[config.mk]
export PLATFORM = sky130hd
export DESIGN_NAME = aafv_delay
export DESIGN_NICKNAME = d
export VERILOG_FILES = /design/src/rtl/aafv_delay.sv
export SDC_FILE = /design/constraint.sdc
export NUM_CORES = 1
export LEC_CHECK = 0
export ABC_AREA = 1
export ABC_CLOCK_PERIOD_IN_PS = 800
export BUFFER_PORTS_ARGS = -buffer_cell sky130_fd_sc_hd__buf_2
export CAP_MARGIN = 0
export CORE_AREA = 3 3 40 42
export CTS_BUF_LIST = sky130_fd_sc_hd__clkbuf_8
export DETAILED_ROUTE_END_ITERATION = 6
export DIE_AREA = 0 0 43 45
export PLACE_DENSITY_LB_ADDON = 0.05
export SLEW_MARGIN = 40
export SYNTH_ARGS = -nofsm -noshare
export SYNTH_HDL_FRONTEND = slang
export SYNTH_SLANG_ARGS = --single-unit
[constraint.sdc]
create_clock -name clk -period 0.8 [get_ports clk]
set_input_delay 0 -clock clk [delete_from_list [all_inputs] [get_ports clk]]
set_output_delay 0 -clock clk [all_outputs]
set_load 0.05 [all_outputs]
[src/rtl/aafv_delay.sv]
// ----------------------------------------------------------------------------
// aafv_delay: valid-tagged delay line
// Balances the axis and angle paths to the same latency.
// ----------------------------------------------------------------------------
module aafv_delay #(
  parameter int LEN = 1,
  parameter int W   = 8
) (
  input  logic         clk,
  input  logic         rst,
  input  logic         in_valid,
  input  logic [W-1:0] in_data,
  output logic         out_valid,
  output logic [W-1:0] out_data
);

  if (LEN == 0) begin : g_none
    assign out_valid = in_valid;
    assign out_data  = in_data;
  end else begin : g_line
    logic         vld [LEN];
    logic [W-1:0] dat [LEN];

    always_ff @(posedge clk) begin
      if (rst) begin
        for (int i = 0; i < LEN; i++) begin
          vld[i] <= 1'b0;
        end
      end else begin
        vld[0] <= in_valid;
        for (int i = 1; i < LEN; i++) begin
          vld[i] <= vld[i-1];
        end
      end
    end

    always_ff @(posedge clk) begin
      dat[0] <= in_data;
      for (int i = 1; i < LEN; i++) begin
        dat[i] <= dat[i-1];
      end
    end

    assign out_valid = vld[LEN-1];
    assign out_data  = dat[LEN-1];
  end

endmodule

**Yosys cells after proc, flatten, opt, wreduce, memory -nomap -nowiden**

Memories as Yosys holds them, arrays and structs flattened.
Cells that the tools add are included.

- Register bits: 0
- Bits in writable memories: 9
- Input bits: 11
- Output and inout port bits: 9
- Word-level logic and storage cells: 8
- Memories: 2

- Mux-type cells: 5
- Reduce and logical (&&, ||, !) cells: 1

Memory list:

| memory | depth | width | read ports | clocked after memory_dff | write ports | RTL line | RTL |
|---|---|---|---|---|---|---|---|
| g_line.dat | 1 | 8 | 1 | 0 | 1 | 22 | `logic [W-1:0] dat [LEN];` |
| g_line.vld | 1 | 1 | 1 | 0 | 1 | 21 | `logic vld [LEN];` |

Operators with widths:

| kind | count |
|---|---|
| $mux W1 | 5 |
| $reduce_or A1 Y1 | 1 |

**Logic depth before layout (Yosys ltp)**

- Depth after elaboration: 3
- Mapped depth: 2
- Depth with buffers taken out: 2

**Worst setup path before layout**

No wires, ideal clock.

- Path type: register to output
- Start point: memory g_line.dat[0][0]
- End point: output port out_data[0]
- Arrival: 0.587 ns
- Data required time: 0.800 ns
- Path slack: 0.213 ns
- Cell stages (with the launch flop): 1
- Path buffers: 0
- Cells stage by stage: dfxtp_1

- Word-level cells in the longest chain between the ends: 1

RTL lines:

| what | RTL line | RTL |
|---|---|---|
| start: declaration | 22 |  |
| $mem_v2 Z1 W8 | - |  |
| end: declaration | 14 | `output logic [W-1:0] out_data` |

Every way passes these cells.

**Worst setup path after layout**

- Start point: memory g_line.dat[0][5]
- End point: output port out_data[5]

The elaborated chain is that of the path after synthesis.

==> flow_metrics.py <==
metrics = {
    "run_status": {
        "outcome": "completed",
    },
    "cells_and_area": {
        "drive_above_1_share_pct": 52.3,
        "antennaDiodeCount": 0,
        "area_delta_synth_final_pct": 148,
        "fin_nets": 56,
        "final_util_pct": 36.7,
    },
    "worst_setup_path": {
        "crit_family": "flip-flops",
        "crit_path_start": "g_line.dat[0][5]$_DFF_P_",
        "cpMaxStageDelayCell": "dfxtp_1",
        "end_kind": "output port",
        "required_ps": 800,
        "path_cells": "clkbuf_4",
        "crit_fanout": 1,
        "worstPathArrival_ps": 750,
        "path_class": "register to output port",
        "slowest_delay_ps": 310,
        "start_kind": "register",
        "critical_path_buf_inv_count": 1,
    },
    "synth": {
        "synth_warnings": 0,
        "synth_adder_area_share_pct": 0,
        "syn_nets": 22,
        "ys_seq_area_share_pct": 94.7,
        "synthSimpleGateAreaFrac_pct": 3.29,
        "synth_xor_area_share_pct": 0,
        "synthMuxAreaShare_pct": 0,
        "synth_top_family_by_area": "simple AND/OR/NAND/NOR gates",
        "syn_avg_cell_area_um2": 17.3,
        "yosysUniqueCellTypes": 3,
        "netlist_instances": 11,
        "synth_area_um2": 190,
        "synth-seq-cells": 9,
        "synth_compound_area_share_pct": 0,
    },
    "floorplanning": {
        "die_area_um2": 1940,
        "io_pins": 20,
        "core_um2": 1280,
        "die_y_um": 45,
        "rows": 13,
        "start_util_pct": 14.8,
        "die_width_um": 43,
    },
    "clock_network": {
        "clockRootBuffer": "clkbuf_8",
        "path_clk_slew_ps": 40,
        "cts_sinks": 9,
        "ctsHtreeMaxLevel": 1,
        "cts.path.max_buffers": 2,
        "cts_buffers": 3,
        "cts_tree": "done",
    },
    "power_and_ir_drop": {
        "peakVddDrop_mv": 0.673,
        "power.leakage_uw": 0.000234,
        "p_total_uw": 1160,
        "powerDensity_nw_per_um2": 2460,
    },
    "flow_run": {
        "drv_cap": 0,
    },
    "sta": {
        "worst_pin_slew_ps": 160,
        "rsz0062_at_grt": "false",
        "finalHoldViolCount": 0,
        "drv_slew": 0,
        "relSlewSlack_pct": 89.4,
        "fin_crit_sh_pct": 94.1,
        "layout_setup_ws_ps": 46.8,
        "finalCriticalPeriod_ps": 753,
        "fmax_mhz": 1330,
        "fin_hold_ws_ps": 408,
        "final.setup.tns_ps": 0,
        "setup_viol": 0,
    },
    "global_routing": {
        "grt_max_degree": 6,
        "antenna_found_initial": 0,
        "grt_pass1_wl_um": 869,
        "grt_pass1_vias": 220,
        "overflow": 0,
        "grt_use_total_pct": 7.29,
    },
    "detailed_routing": {
        "wl_per_cell_um": 10.1,
        "first_iter_violations": 1,
        "drc": 0,
        "first_pass_iters": 2,
        "vias_per_cell": 3.34,
        "vias": 197,
        "wirelength_um": 593,
        "ant_nets": 0,
    },
    "worst_hold_path": {
        "hold_class": "primary input to register",
        "hp-start": "in_data[4]",
    },
    "placed_design": {
        "place.gp.congestion": 0.582,
        "port_buffers": 19,
        "post-place-ws_ps": 239,
    },
}
==> cell usage after synthesis <==
master,number,share of area (%)
dfxtp_1,9,95
inv_1,1,2.0
nor2_2,1,3.3
==> power by group <==
group | switching, uW | leakage, uW | internal (uW)
sequential | 7.20 | 0.0000758 | 475
clock | 161 | 0.0000269 | 332
combinational | 108 | 0.000131 | 78.1
==> layer usage <==
layer | wire [um] | vias up | GRT usage, %
met5 | 0 | - | 0
met1 | 265 | 80 | 8.09
li1 | - | 97 | -
met2 | 218 | 20 | 7.78
met3 | 108 | 0 | 5.18
met4 | 0 | 0 | 9.04
==> cells in the final DEF (no fill, tap or decap) <==
| master | n |
|---|---|
| dfxtp_1 | 9 |
| inv_1 | 2 |
| clkbuf_8 | 3 |
| buf_4 | 4 |
| nor2_2 | 1 |
| buf_2 | 10 |
| dlygate4sd3_1 | 10 |
| clkbuf_4 | 5 |
==> logic make-up after synthesis <==
| kind of cell | Yosys count |
|---|---|
| flip-flops | 9 |
| buffers and inverters | 1 |
| AND/OR/NAND/NOR | 1 |
==> state kept, by name (all words and copies together), names as in the netlist <==
name        count
g_line.vld      1
g_line.dat      8
==> cell type report <==
cell class	count	area [um2]
fillers	135	813
repair buffers	29	218
flip-flops and latches	9	180
clock buffers	3	41.3
well taps	15	18.8
multi-input cells	1	6.26
clock inverters	1	3.75
inverters	1	3.75
==> per-stage QoR <==
stage	area, um2	cells
detailed placement	304	45
finish	472	59
floorplan	190	11
global route	472	59
CTS	459	59
global placement	304	45
==> worst paths after layout <==
| check | end | slack, ps | cells after the start |
|---|---|---|---|
| setup / recovery | out_data[5] | 50 | 1 |
| hold / removal | g_line.dat[0][4]$_DFF_P_ | 410 | 2 |
==> repair_timing <==
item	in CTS	in global routing
hold endpoints to repair	9	0
gates resized for setup	4	5
hold buffers	10	0
setup endpoints to repair	4	5
buffers inserted	0	0
Power figures use the tool's default switching activity.
