File: config.mk
export PLATFORM = sky130hd
export DESIGN_NAME = aafv_isqrt
export DESIGN_NICKNAME = d
export VERILOG_FILES = /design/src/rtl/aafv_isqrt.sv
export SDC_FILE = /design/constraint.sdc
export NUM_CORES = 2
export LEC_CHECK = 0
export BUFFER_PORTS_ARGS = -buffer_cell sky130_fd_sc_hd__buf_2
export CORE_MARGIN = 5
export CORE_UTILIZATION = 60
export CTS_CLUSTER_DIAMETER = 30
export CTS_CLUSTER_SIZE = 25
export DETAILED_ROUTE_END_ITERATION = 6
export GPL_TIMING_DRIVEN = 1
export HOLD_SLACK_MARGIN = 0.05
export PLACE_DENSITY = 0.81
export SYNTH_ARGS = -nofsm -noshare
export SYNTH_HDL_FRONTEND = slang
export SYNTH_SLANG_ARGS = --single-unit
File: constraint.sdc
create_clock -name clk -period 8.12 [get_ports clk]
set_input_delay 1.624 -clock clk [delete_from_list [all_inputs] [get_ports clk]]
set_output_delay 1.624 -clock clk [all_outputs]
set_load 0.005 [all_outputs]
File: src/rtl/aafv_isqrt.sv
// ----------------------------------------------------------------------------
// aafv_isqrt: pipelined integer square root
// Restoring digit-by-digit root, one result bit per stage; floor result.
// A sideband word rides along with each item.
// ----------------------------------------------------------------------------
module aafv_isqrt #(
  parameter int RW = 32,
  parameter int SW = 1
) (
  input  logic            clk,
  input  logic            rst,
  input  logic            in_valid,
  input  logic [2*RW-1:0] radicand,
  input  logic [SW-1:0]   in_side,
  output logic            out_valid,
  output logic [RW-1:0]   root,
  output logic [SW-1:0]   out_side
);

  logic            vld    [RW+1];
  logic [2*RW-1:0] rad_s  [RW+1];
  logic [RW+1:0]   rem_s  [RW+1];
  logic [RW-1:0]   root_s [RW+1];
  logic [SW-1:0]   side_s [RW+1];

  assign vld[0]    = in_valid;
  assign rad_s[0]  = radicand;
  assign rem_s[0]  = '0;
  assign root_s[0] = '0;
  assign side_s[0] = in_side;

  for (genvar k = 0; k < RW; k++) begin : g_stage
    logic [RW+3:0] acc;
    logic [RW+3:0] trial;
    logic [RW+3:0] diff;
    logic          ge;

    assign acc   = {rem_s[k], rad_s[k][2*RW-1 -: 2]};
    assign trial = {2'b00, root_s[k], 2'b01};
    assign ge    = (acc >= trial);
    assign diff  = acc - trial;

    always_ff @(posedge clk) begin
      if (rst) begin
        vld[k+1] <= 1'b0;
      end else begin
        vld[k+1] <= vld[k];
      end
    end

    always_ff @(posedge clk) begin
      rad_s[k+1]  <= rad_s[k] << 2;
      rem_s[k+1]  <= ge ? diff[RW+1:0] : acc[RW+1:0];
      root_s[k+1] <= {root_s[k][RW-2:0], ge};
      side_s[k+1] <= side_s[k];
    end
  end

  assign out_valid = vld[RW];
  assign root      = root_s[RW];
  assign out_side  = side_s[RW];

endmodule

### Yosys cells after proc, flatten, opt, wreduce, memory -nomap -nowiden

Index checks and enable logic that the tools add are counted.
Widths: inputs -> output; s select.

* flip-flop bits (word level): 2607
* bits of input ports: 68

* add/sub/neg operators: 31
* order comparisons: 32
* mux-type cells: 31

Operators with widths (number)
* $mux 34: 30
* $ge 36x10->1: 1
* $ge 36x11->1: 1
* $ge 36x12->1: 1
* $ge 36x13->1: 1
* $ge 36x14->1: 1
* $ge 36x15->1: 1
* $ge 36x16->1: 1
* $ge 36x17->1: 1
* $ge 36x18->1: 1
* $ge 36x19->1: 1
* $ge 36x20->1: 1
* $ge 36x21->1: 1
* $ge 36x22->1: 1
* $ge 36x23->1: 1
* $ge 36x24->1: 1
* $ge 36x25->1: 1
* $ge 36x26->1: 1
* $ge 36x27->1: 1
* $ge 36x28->1: 1
* $ge 36x29->1: 1
* $ge 36x3->1: 1
* $ge 36x30->1: 1
* $ge 36x31->1: 1
* other kinds (41): 41

### Logic depth before layout (Yosys ltp)

* depth in word-level cells: 2
* depth in mapped cells: 14
* mapped depth without buffers: 13

### Worst setup path after synthesis

OpenSTA, ideal clock, no wires.

* path kind: register to register
* start point: register rem_s (netlist bit g_stage[12].acc[18])
* end point: register rem_s (netlist bit g_stage[13].acc[18])
* data arrival time: 2.848 ns
* required time: 7.986 ns
* setup slack: 5.139 ns
* stages on the path, launching flop included: 13
* path buffers: 3
* path through: dfxtp_1 or3_1 or3_1 buf_2 or3_1 clkbuf_1 or4_1 a211oi_2 buf_4 inv_2 o211ai_4 nor4_1 xor2_1

* cells in the longest elaborated chain, start to end: 2

Ends and longest elaborated chain
* start: declaration: RTL line 22 `logic [RW+1:0] rem_s [RW+1];`
* start signal: indexed assignment: RTL line 53 `rem_s[k+1] <= ge ? diff[RW+1:0] : acc[RW+1:0];`
* $ge 36x14->1: RTL line 40 `assign ge = (acc >= trial);`
* named net g_stage[12].ge: RTL line 36 `logic ge;`
* $mux 34: RTL line 53

The timed path passes the listed nets, and every way through them passes these cells.
A chain may end at the register's enable or synchronous reset.

### Worst setup path in the final report

* start point: register root_s (netlist bit g_stage[11].trial[12])
* end point: register rem_s (netlist bit g_stage[12].acc[23])

* cells in the longest elaborated chain, start to end: 2
* elaborated cells between the ends (all ways): 3
* those cells by class: 1 x add/sub; 1 x order compare; 1 x mux

Ends and longest elaborated chain
* start: declaration: RTL line 23 `logic [RW-1:0] root_s [RW+1];`
* start signal: indexed assignment: RTL line 54 `root_s[k+1] <= {root_s[k][RW-2:0], ge};`
* $sub 34x13->34 or $ge 36x13->1 (tied branches): RTL line 41, 40
* $mux 34 *: RTL line 53

Mark *: on every way between the ends. The rest lies on a longest branch, timed or not.

==> out/metrics.cfg <==
[run_status]
status = finished, final reports clean

[global_routing]
grt_usage_pct = 25.6
grt_pass1_wl_um = 345000
grt_max_degree = 60
grt_pass1_vias = 67700
antenna_found_initial = 4
gr-total-overflow = 0

[drt]
drtIter0Drc = 4764
routed_wl_um = 213000
drc = 0
vias_per_cell = 5.57
drt_pass1_iterations = 7
wl_per_cell_um = 17.8
vias = 67000
postRouteAntennaNets = 0

[logic_synthesis]
ys_types = 88
synth_area_leaders = dfxtp_1, ha_1, xnor2_1
syn_avg_cell_area_sq_um = 10.2
yosysTopAreaCellShare_pct = 55.1
synth_flop_cell = dfxtp_1
synth_edf_count = 0
syn_area_sq_um = 94000
synth.yosys.seq_area_share_pct = 55.1
ys_ff_latch = 2587
syn_inst = 9262
syn_nets = 9892
synth_async_sr_flop_share_pct = 0
yosysWarnings = 0
synth_top_cell_by_area = dfxtp_1

[setup_path]
rr_endpoint = g_stage[12].acc[23]$_DFF_P_
r2r_cells = 12
crit_required_ns = 8.90
crit_type = flip-flop to flip-flop
crit_arrival_ns = 5.39
end_kind = flip-flop
r2r_slack_ns = 3.52
path_max_fanout = 18
cp-start-kind = flip-flop
r2r-start = g_stage[11].trial[12]$_DFF_P_

[pwr]
vdd_ir_drop_max_mv = 0.295
p_leak_nw = 52.1
p_per_area_nw_per_um2 = 353

[die]
start_util_pct = 60.3
die_area_sq_um = 165000
fp.coreArea_sq_um = 156000
die_y_um = 406
pin_count = 102
rows = 145
dieWidth_um = 406

[job]
maxCapViolations = 0

[final_layout]
area_delta_synth_final_pct = 18.0
design_area_sq_um = 111000
drive_above_1_share_pct = 10.1
num-nets-final = 10300

[timing]
fmax_ghz = 0.217
rsz0062_at_grt = false
fin_crit_sh_pct = 56.7
relSlewSlack_pct = 28.6
drv_slew = 0
tightestPinTransition_ns = 1.06
finalHoldViolCount = 0
fin_skew_ns = 0.0793
final.setup.tns_ns = 0
period_minus_slack_ns = 4.60
setup_viol = 0

[cts]
htreeDepth = 5
numCtsBuffers = 419
cts_setup_buffers = 0
clkTransAtPathRegs_ns = 0.06
clk_path_buf_depth = 4
holdBufCountCts = 0
numClockSinks = 2587
ctsResizeCount = 0
clock_latency_ns = 0.93
tritoncts = built
clockRootBuffer = clkbuf_16

[place]
place.gp.congestion = 0.951
post-dp-hpwl_um = 148000
io_buffers = 101
placed_cell_area_sq_um = 96600

[min_path]
min_to = rad_s[1432]$_DFF_P_
min_path_cells = 0
min_from = rad_s[1494]$_DFF_P_
min_path_type = flip-flop to flip-flop

[layout make-up]
type,count,area [sq um]
flip-flops and latches,2587,51800
well taps,2058,2570
fillers,10800,45100
multi-input cells,5781,38900
clock inverters,280,3310
repair buffers,122,663
inverters,710,2670
diodes,1,2.50
clock buffers,478,11100
[cells in the final DEF, fill, tap and decap left out, types with 40 or more instances in the layout]
cell type and count:
nand2_1 663, o21bai_1 41, or2_2 43, inv_6 59, nor2b_1 102, clkbuf_16 423
clkinvlp_4 48, inv_1 701, nor4_1 134, o31ai_1 93, nand4_1 108, o21a_1 108
ha_1 562, a21o_1 233, or4_1 60, nand2b_1 118, or3_1 90, mux2_2 63
clkinv_2 47, dfxtp_1 2587, nor3_1 239, nand3_1 148, a211oi_1 49, and3_1 55
bufinv_16 40, xnor2_1 411, buf_2 101, nor2_1 576, a31oi_1 41, a21oi_1 563
xor2_1 411, o21ai_0 464
[where the power goes]
group | internal [mW] | switching, mW
Clock | 11.2 | 6.39
Combinational | 2.27 | 2.95
Sequential | 14.8 | 1.59
[how the worst max path moves through the flow]
| stage | to | startpoint | slack [ns] | cells after the start |
|---|---|---|---|---|
| floorplan | g_stage[13].acc[18]$_DFF_P_ | g_stage[12].acc[18]$_DFF_P_ | 5.14 | 12 |
| global placement | g_stage[12].acc[23]$_DFF_P_ | g_stage[11].trial[12]$_DFF_P_ | 3.53 | 12 |
| detailed placement | g_stage[12].acc[23]$_DFF_P_ | g_stage[11].trial[12]$_DFF_P_ | 3.55 | 12 |
| CTS | g_stage[12].acc[23]$_DFF_P_ | g_stage[11].trial[12]$_DFF_P_ | 3.49 | 12 |
| global route | g_stage[12].acc[35]$_DFF_P_ | g_stage[11].trial[12]$_DFF_P_ | 3.07 | 12 |
| finish | g_stage[12].acc[23]$_DFF_P_ | g_stage[11].trial[12]$_DFF_P_ | 3.52 | 12 |
[synthesized netlist by cell type (all sizes together) (102+ instances only)]
cell,count
nor2,578
nand4,108
nand2b,118
inv,705
nand2,663
xor2,411
xnor2,411
a21oi,565
o21ai,469
dfxtp,2587
a21o,233
nor3,243
clkbuf,151
nand3,149
ha,562
nor2b,102
nor4,137
o21a,108
[routing by layer]
metal | part of all wire, % | track usage, % | vias up | wire length (um)
met4 | 3.9 | 10.9 | 2 | 8290
met5 | 0.0056 | 0 | - | 12
met3 | 5.2 | 4.12 | 611 | 11000
met1 | 42 | 31.4 | 31600 | 89700
li1 | - | - | 32600 | -
met2 | 49 | 44.7 | 2100 | 104000
[critical path, stage by stage, from the launching register on]
cell	delay (ns)
dfxtp_1	0.32
inv_1	0.04
ha_1	0.22
nor4_1	0.53
nand4_1	0.34
nand2b_1	0.31
nor3_1	0.38
nand3_1	0.12
o21ai_1	0.71
clkinv_1	0.69
nand2_1	0.53
nor4_1	0.11
xor2_1	0.16
[cell families after synthesis]
kind of cell	after synthesis	share of synthesized area (%)
flip-flops	2587	55.1
other	1	0.00399
AND/OR/NAND/NOR	2486	13.1
XOR/XNOR	822	7.66
adder cells (fa/ha/maj)	562	7.48
multiplexers	74	0.872
buffers and inverters	894	3.61
AO/OA/AOI/OAI	1836	12.2
[per-stage QoR]
step	util, %	std cells	worst slack [ns]	power, mW	hold slack, ns
2_1_floorplan	-	9262	5.14	20.0	0.310
3_3_place_gp	61.9	11300	3.53	21.4	0.309
3_5_place_dp	61.9	11300	3.55	21.6	0.312
4_1_cts	71.1	12000	3.49	39.4	0.302
5_1_grt	71.1	12000	3.07	40.9	0.311
6_report	71.1	12000	3.52	39.2	0.297
[registers in the layout, indices dropped and copies added (netlist names)]
name,cells
g_stage.acc,1065
g_stage.trial,496
out_side,1
out_valid,1
rad_s,930
root,32
side_s,31
vld,31
Note: power is estimated with default switching activity, not from simulation.
