`src/rtl/aafv_pkg.sv`:
```
// ----------------------------------------------------------------------------
// aafv_pkg: shared types and constants
// Word layouts, case codes and the CORDIC arctangent table for the
// axis/angle block.
// ----------------------------------------------------------------------------
package aafv_pkg;

  localparam int CW      = 16;          // component width, Q2.14
  localparam int FRAC    = CW - 2;      // fraction bits of a component
  localparam int ANGLE_W = 15;          // Q3.13 angle
  localparam int LIMIT_W = 29;          // Q1.28 magnitude

  localparam logic [LIMIT_W-1:0] LIMIT_RESET = 29'd268435187;
  localparam logic [ANGLE_W-1:0] PI_Q13      = 15'd25736;
  localparam logic [31:0]        PI_Q30      = 32'd3373259426;

  localparam logic [1:0] KIND_GENERAL  = 2'd0;
  localparam logic [1:0] KIND_OPPOSITE = 2'd1;
  localparam logic [1:0] KIND_PARALLEL = 2'd2;

  typedef struct packed {
    logic signed [CW-1:0] first_x;
    logic signed [CW-1:0] first_y;
    logic signed [CW-1:0] first_z;
    logic signed [CW-1:0] second_x;
    logic signed [CW-1:0] second_y;
    logic signed [CW-1:0] second_z;
  } vec_pair_t;

  typedef struct packed {
    logic signed [CW-1:0] axis_x;
    logic signed [CW-1:0] axis_y;
    logic signed [CW-1:0] axis_z;
    logic [ANGLE_W-1:0]   rotation_angle;
    logic [1:0]           case_kind;
  } axis_angle_t;

  // atan(2^-i) in Q.30
  function automatic logic [31:0] atan_q30(input logic [4:0] idx);
    logic [31:0] val;
    case (idx)
      5'd0:  val = 32'h3243F6A8;
      5'd1:  val = 32'h1DAC6705;
      5'd2:  val = 32'h0FADBAFC;
      5'd3:  val = 32'h07F56EA6;
      5'd4:  val = 32'h03FEAB76;
      5'd5:  val = 32'h01FFD55B;
      5'd6:  val = 32'h00FFFAAA;
      5'd7:  val = 32'h007FFF55;
      5'd8:  val = 32'h003FFFEA;
      5'd9:  val = 32'h001FFFFD;
      5'd10: val = 32'h000FFFFF;
      5'd11: val = 32'h0007FFFF;
      5'd12: val = 32'h0003FFFF;
      5'd13: val = 32'h0001FFFF;
      5'd14: val = 32'h0000FFFF;
      5'd15: val = 32'h00007FFF;
      5'd16: val = 32'h00003FFF;
      5'd17: val = 32'h00001FFF;
      5'd18: val = 32'h00000FFF;
      5'd19: val = 32'h000007FF;
      5'd20: val = 32'h000003FF;
      5'd21: val = 32'h000001FF;
      5'd22: val = 32'h000000FF;
      5'd23: val = 32'h0000007F;
      5'd24: val = 32'h0000003F;
      5'd25: val = 32'h0000001F;
      5'd26: val = 32'h0000000F;
      5'd27: val = 32'h00000008;
      5'd28: val = 32'h00000004;
      5'd29: val = 32'h00000002;
      5'd30: val = 32'h00000001;
      default: val = 32'h00000000;
    endcase
    return val;
  endfunction

endpackage

```
`src/rtl/aafv_acos.sv`:
```
// ----------------------------------------------------------------------------
// aafv_acos: pipelined CORDIC arccosine
// Vectoring CORDIC on (|d|, sqrt(1-d^2)), one rotation per stage, then a
// mirror for negative d and rounding to Q3.13.
// ----------------------------------------------------------------------------
module aafv_acos #(
  parameter int STAGES = 16
) (
  input  logic                    clk,
  input  logic                    rst,
  input  logic                    in_valid,
  input  logic [28:0]             x_in,
  input  logic [28:0]             y_in,
  input  logic                    neg_in,
  output logic                    out_valid,
  output logic [aafv_pkg::ANGLE_W-1:0] angle
);

  import aafv_pkg::*;

  localparam int XW = 33;
  localparam int ZW = 34;

  logic                 vld   [STAGES+1];
  logic signed [XW-1:0] x_s   [STAGES+1];
  logic signed [XW-1:0] y_s   [STAGES+1];
  logic signed [ZW-1:0] z_s   [STAGES+1];
  logic                 neg_s [STAGES+1];

  assign vld[0]   = in_valid;
  assign x_s[0]   = signed'(XW'(x_in));
  assign y_s[0]   = signed'(XW'(y_in));
  assign z_s[0]   = '0;
  assign neg_s[0] = neg_in;

  for (genvar k = 0; k < STAGES; k++) begin : g_rot
    logic signed [XW-1:0] dx;
    logic signed [XW-1:0] dy;
    logic signed [ZW-1:0] at;

    assign dx = y_s[k] >>> k;
    assign dy = x_s[k] >>> k;
    assign at = signed'({2'b00, atan_q30(5'(k))});

    always_ff @(posedge clk) begin
      if (rst) begin
        vld[k+1] <= 1'b0;
      end else begin
        vld[k+1] <= vld[k];
      end
    end

    always_ff @(posedge clk) begin
      if (!y_s[k][XW-1]) begin
        x_s[k+1] <= x_s[k] + dx;
        y_s[k+1] <= y_s[k] - dy;
        z_s[k+1] <= z_s[k] + at;
      end else begin
        x_s[k+1] <= x_s[k] - dx;
        y_s[k+1] <= y_s[k] + dy;
        z_s[k+1] <= z_s[k] - at;
      end
      neg_s[k+1] <= neg_s[k];
    end
  end

  // mirror and clamp to 0..pi
  logic signed [ZW-1:0] pi_s;
  logic signed [ZW-1:0] zm;
  logic [31:0]          zc_next;
  logic [31:0]          zc;
  logic                 zc_vld;

  assign pi_s = signed'({2'b00, PI_Q30});
  assign zm   = neg_s[STAGES] ? (pi_s - z_s[STAGES]) : z_s[STAGES];

  always_comb begin
    if (zm[ZW-1]) begin
      zc_next = '0;
    end else if (zm > pi_s) begin
      zc_next = PI_Q30;
    end else begin
      zc_next = zm[31:0];
    end
  end

  // round Q.30 to Q.13
  logic [32:0] zr;
  logic [15:0] zq;

  assign zr = {1'b0, zc} + 33'd65536;
  assign zq = zr[32:17];

  always_ff @(posedge clk) begin
    if (rst) begin
      zc_vld    <= 1'b0;
      out_valid <= 1'b0;
    end else begin
      zc_vld    <= vld[STAGES];
      out_valid <= zc_vld;
    end
  end

  always_ff @(posedge clk) begin
    zc    <= zc_next;
    angle <= (zq > 16'(PI_Q13)) ? PI_Q13 : zq[ANGLE_W-1:0];
  end

endmodule

```
`config.mk`:
```
export PLATFORM = sky130hd
export DESIGN_NAME = aafv_acos
export DESIGN_NICKNAME = d
export VERILOG_FILES = /design/src/rtl/aafv_pkg.sv /design/src/rtl/aafv_acos.sv
export SDC_FILE = /design/constraint.sdc
export NUM_CORES = 2
export LEC_CHECK = 0
export ABC_CLOCK_PERIOD_IN_PS = 4300
export BUFFER_PORTS_ARGS = -buffer_cell sky130_fd_sc_hd__buf_2
export CAP_MARGIN = 5
export CORE_AREA = 2 2 598 452
export DETAILED_ROUTE_END_ITERATION = 6
export DIE_AREA = 0 0 600 454
export HOLD_SLACK_MARGIN = 0.03
export SLEW_MARGIN = 20
export SYNTH_ARGS = -nofsm -noshare
export SYNTH_HDL_FRONTEND = slang
export SYNTH_SLANG_ARGS = --single-unit
```
`constraint.sdc`:
```
create_clock -name clk -period 4.3 [get_ports clk]
set_input_delay 0.43 -clock clk [delete_from_list [all_inputs] [get_ports clk]]
set_output_delay 0.43 -clock clk [all_outputs]
set_load 0.02 [all_outputs]
```
After elaboration in Yosys (flattened, before gate mapping)
Index checks and enable logic that the tools add are counted.
- register bits after elaboration: 1542
- bits in latches: 0
- RAM bits: 0
- memory bits (read-only): 0
- input port bits: 62
- logic and storage cells: 214
- memories: 0
- add/sub/neg operators: 86
- $mul: 0
- div/mod/pow operators: 0
- $lt $le $gt $ge: 2
- eq/ne operators: 0
- shift-type cells: 0
- multiplexer cells: 44
- bitwise logic cells: 0
- reductions and logical operators: 1
- operator list (cell ; count):
    2-to-1 mux 33 bit ; 27
    2-to-1 mux 34 bit ; 15
    adder 33 x 20 -> 33 bit ; 2
    adder 33 x 21 -> 33 bit ; 2
    adder 33 x 22 -> 33 bit ; 2
    adder 33 x 23 -> 33 bit ; 2
    adder 33 x 24 -> 33 bit ; 2
    adder 33 x 25 -> 33 bit ; 2
    adder 33 x 26 -> 33 bit ; 2
    adder 33 x 27 -> 33 bit ; 2
    adder 33 x 28 -> 33 bit ; 2
    adder 33 x 29 -> 33 bit ; 2
    adder 33 x 30 -> 33 bit ; 2
    adder 33 x 31 -> 33 bit ; 2
    subtractor 33 x 20 -> 33 bit ; 2
    subtractor 33 x 21 -> 33 bit ; 2
    subtractor 33 x 22 -> 33 bit ; 2
    subtractor 33 x 23 -> 33 bit ; 2
    subtractor 33 x 24 -> 33 bit ; 2
    subtractor 33 x 25 -> 33 bit ; 2
    subtractor 33 x 26 -> 33 bit ; 2
    subtractor 33 x 27 -> 33 bit ; 2
    subtractor 33 x 28 -> 33 bit ; 2
    subtractor 33 x 29 -> 33 bit ; 2
    45 further kinds ; 47

Depth between registers and ports, before layout
- depth in word-level cells: 4
- gate-level depth with buffers: 20
- depth with buffers taken out: 20

Worst setup path after synthesis
Ideal clock, no wire load.
- kind: register to register
- start point: register x_s, in the netlist g_rot[3].dy[2]
- end point: register y_s, in the netlist g_rot[4].dx[26]
- setup time: 0.123 ns
- arrival time: 4.240 ns
- required time: 4.177 ns
- slack: -0.063 ns
- stages on the path, launching flop included: 18
- buffers on the path: 0
- clock period less this slack: 4.363 ns
- path through: dfxtp_1 nor3_1 nand2b_1 or3_1 nor4b_1 nor3b_1 nor2_1 xnor2_1 ha_1 and4_1 a221oi_1 a21boi_0 a221oi_1 o21a_1 a21oi_1 a311oi_1 a21oi_1 xor2_1
- word-level cells in the longest chain between the ends: 2
- elaborated cells between the ends (all ways): 3
- classes of those cells: 2 x add/sub; 1 x mux
- ends and longest elaborated chain (what ; line ; RTL):
    from (decl) ; aafv_acos.sv:25 ; logic signed [XW-1:0] x_s [STAGES+1];
    from (signal, indexed assignment) ; aafv_acos.sv:55 ; x_s[k+1] <= x_s[k] + dx;
    from (signal, indexed assignment) ; aafv_acos.sv:59 ; x_s[k+1] <= x_s[k] - dx;
    subtractor 33 x 30 -> 33 bit / adder 33 x 30 -> 33 bit (equally long branches) ; aafv_acos.sv:56, aafv_acos.sv:60 ;
    2-to-1 mux 33 bit (*) ; aafv_acos.sv:54 ; if (!y_s[k][XW-1]) begin
    to (signal, indexed assignment) ; aafv_acos.sv:56 ; y_s[k+1] <= y_s[k] - dy;
    to (signal, indexed assignment) ; aafv_acos.sv:60 ; y_s[k+1] <= y_s[k] + dy;
    to (decl) ; aafv_acos.sv:26 ; logic signed [XW-1:0] y_s [STAGES+1];
Every way passes the cells marked *; elsewhere a longest branch is shown, timed or not.
A chain may end at the register's enable or synchronous reset.

Worst setup path in the final report
- start point: register x_s, in the netlist g_rot[11].dy[3]
- end point: register y_s, in the netlist g_rot[12].dx[20]
- word-level cells in the longest chain between the ends: 2
- elaborated cells between the ends (all ways): 3
- classes of those cells: 2 x add/sub; 1 x mux
- ends and longest elaborated chain (what ; line):
    subtractor 33 x 22 -> 33 bit / adder 33 x 22 -> 33 bit (equally long branches) ; aafv_acos.sv:56, aafv_acos.sv:60
    2-to-1 mux 33 bit (*) ; aafv_acos.sv:54
Marks and branches as above.

==> impl_results.md <==
- Crit-path max FO: 6
- HP Class: in -> reg
- RSZ-0062 raised after global routing: true
- CP Launch Type: flop
- Yosys reg bits: 1419
- Final setup fails: 1
- Asr flop ratio synth: 0%
- Vias in the first global route: 82900
- Routed len/inst: around 17 um
- Kind of critical path: reg -> reg
- Gr ovfl total: 0
- Fmax: 228.7 MHz
- Final Critical Period: ~4.4 ns
- Syn Inst Count: 12730
- Yosys warns: 0
- Outcome: complete, but fails checks
- Slew HR: a little under a quarter
- Worst Clk Skew: 0.04488 ns
- Initial Util: 39.71%
- Reg2reg end: g_rot[12].dx[20]$_DFF_P_
- Full die area: 272400 um2
- Final nets: between 10000 and 15000
- Worst Tran Pin Value: 1.153 ns
- Clk sinks: roughly 1400
- Die Y: 454 um
- Failing checks: negative setup slack
- CP Capture Type: flop
- Reg2reg start: g_rot[11].dy[3]$_DFF_P_
- Depth of the CTS H-tree: 4
- WP data required: 5.06 ns
- DRT iter0 DRCs: between 7000 and 8000
- Vias: 91810
- # rows: 165
- Worst-Skew Late Latency: 0.84 ns
- Synth Flop Type: dfxtp_1
- First-pass DRT Iterations: 6
- Post-DP HPWL: 230200 um
- Crit path DAT: 5.14 ns
- Cells on Worst Hold Path: 3
- Clk pin slew, worst setup/hold paths: roughly 0.06 ns
- Placer Congestion: between 0.9 and 1
- Place WS: -0.2373 ns
- Wire length of the first global-routing pass: 453100 um
- Slack of the worst reg-to-reg path: -0.07 ns
- Post-Syn Area: 106200 um2
- Max Buffers Root-to-Sink: 4
- GRT Overall Usage: 20.22%
- Largest cells by area after synthesis: dfxtp_1 (27%), ha_1 (16%), xnor2_1 (9.1%)
- Max-cap violation count: 0
- Period utilization: 101.7%
- Hold Startpoint: y_in[25]
- Final count of hold timing violations: 0
- ANT nets after route: 0
- Root buffer cell: clkbuf_16
- WL final: 286100 um
- CTS tree: yes
- Distinct cell type count after synthesis: 104
- CTS Buf Count: 162
- Largest net degree at the start of global routing: 46
- Avg Vias per Cell: 5.363
- Area leader, netlist: dfxtp_1
- Core area: 267400 um2
- Synth-to-layout area growth: 14.57%
- Initial antenna violation count: 9
- Seq/Total Area, Yosys: 26.76%
- IO Pins: 78
- Worst r2r path cells: 19
- Final-report max-slew violation count: 0
- Drt drc: 0
- Synth top area share: roughly 27%
- Final WS setup: -0.07307 ns
- Post-synth EDFFs: 0
- Share of cells above drive strength 1: roughly a tenth
- Port bufs: 77
- Net Count, Synth: 14190
- Syn avg cell area: about 8.3 um2
- Die W: 600 um
- Worst hold endpoint: g_rot[1].dy[24]$_DFF_P_
## cell families after synthesis
family	count (synthesis)	synth area share [%]
AO/OA/AOI/OAI	3721	22.36
XOR/XNOR	1722	14.22
adder cells (fa/ha/maj)	1396	16.71
buffers and inverters	774	2.748
flip-flops	1419	26.76
multiplexers	64	0.6364
AND/OR/NAND/NOR	3632	16.57
## cells in the final DEF (no fill, tap or decap), types with 89 or more instances in the layout
cell type,n
inv_1,590
a21oi_1,1296
xnor2_1,1100
and2_1,104
xor2_1,617
ha_1,1351
nor3_1,372
nand2_1,619
a31oi_1,117
a211oi_1,117
a21o_1,532
o21ai_0,570
nor2_1,1274
dfxtp_1,1394
nor4_1,92
and3_1,131
clkbuf_16,165
o21a_1,219
o211ai_1,89
o21bai_1,155
nand2b_1,147
nand3_1,239
nor2b_1,189
buf_4,591
## what timing repair did
| item | CTS | global route |
|---|---|---|
| hold endpoints to repair | 26 | 0 |
| gates resized for setup | 14 | 266 |
| setup endpoints to repair | 16 | 171 |
| hold buffers | 13 | 0 |
| buffers inserted | 0 | 28 |
| pin swaps | 1 | 92 |
## final cells by class
| class | count | area (um2) |
|---|---|---|
| Clock inverter | 60 | 737.0 |
| Inverter | 595 | 2233 |
| Sequential cell | 1419 | 28440 |
| Fill cell | 26480 | 145700 |
| Tap cell | 3590 | 4492 |
| Clock buffer | 215 | 4557 |
| Antenna cell | 12 | 30.03 |
| Timing Repair Buffer | 692 | 5155 |
| Multi-Input combinational cell | 10540 | 76000 |
## critical path: stages, from the launching register on
cell and delay, ns:
dfxtp_2 0.32, nor3_2 0.20, nand2b_1 0.13, nor4_2 0.30
and2_1 0.20, nand2_2 0.06, nor3_1 0.18, nor2_1 0.08
xor2_1 0.24, ha_1 0.35, nand2_1 0.09, nor2_1 0.04
a211oi_1 0.43, a21oi_2 0.11, a221o_1 0.40, a211o_1 0.35
a21o_1 0.19, a221o_1 0.36, a21oi_2 0.13, xnor2_1 0.11
## worst max-delay path by stage
stage          slack, ns                      from                        to
2_1_floorplan       0.03  g_rot[12].dx[20]$_DFF_P_          z_s[133]$_DFF_P_
3_3_place_gp       -0.21    g_rot[3].dy[4]$_DFF_P_   g_rot[4].dx[26]$_DFF_P_
3_5_place_dp       -0.24    g_rot[7].dy[8]$_DFF_P_   g_rot[8].dx[22]$_DFF_P_
4_1_cts             0.01   g_rot[13].dy[6]$_DFF_P_  g_rot[14].dx[16]$_DFF_P_
5_1_grt            -0.34   g_rot[11].dy[3]$_DFF_P_  g_rot[12].dx[20]$_DFF_P_
6_report           -0.07   g_rot[11].dy[3]$_DFF_P_  g_rot[12].dx[20]$_DFF_P_
## metal layers
layer / routed length, um / vias to the layer above / track usage (%)
li1: - / 47250 / -
met1: 146900 / 42150 / 30.72
met5: 13 / - / 0
met4: 5046 / 2 / 3.960
met3: 19850 / 280 / 3.870
met2: 114300 / 2131 / 29.20
## per-stage QoR
stage	std cells	area, um2	util (%)	setup TNS [ns]	hold WS (ns)
after floorplan	12730	106200	-	0	0.3096
after global routing	17110	121600	45.49	-1.489	0.09626
final	17120	121600	45.50	-0.07307	0.09931
after CTS	17080	120300	44.99	0	0.03008
after global placement	16790	114800	42.94	-0.7376	0.3126
after detailed placement	16790	114800	42.94	-0.7708	0.3157
## synth_stat cells (32+ instances only)
library cell and instances:
a221oi_1 38, o21a_1 219, a21boi_0 48, o41ai_1 37, nand4_1 65, nand2_1 623
dfxtp_1 1419, nand3_1 243, ha_1 1360, nor2_1 1285, and2_1 109, xnor2_1 1103
nand2b_1 148, a21o_1 532, a31oi_1 124, and3_1 136, xor2_1 618, mux2i_1 36
a21oi_1 1320, or4_1 42, o211ai_1 89, o21bai_1 156, nor3b_1 36, clkbuf_1 147
o31ai_1 41, or3_1 85, inv_1 590, nor3_1 401, nor4_1 107, or2_2 39
a2111oi_0 32, fa_1 36, a211oi_1 127, a211o_1 36, o21ai_0 594, nor2b_1 191
## flip-flops by register name, indices dropped and copies added (netlist names), 15 cells and up
name and flops:
z_s 453, g_rot.dx 353, y_s 105, x_s 90, vld 16, zc 16, neg_s 16, angle 15
g_rot.dy 353
Power is not shown: default switching activity piles up to over one toggle a cycle in this logic, so the estimate is an artifact.
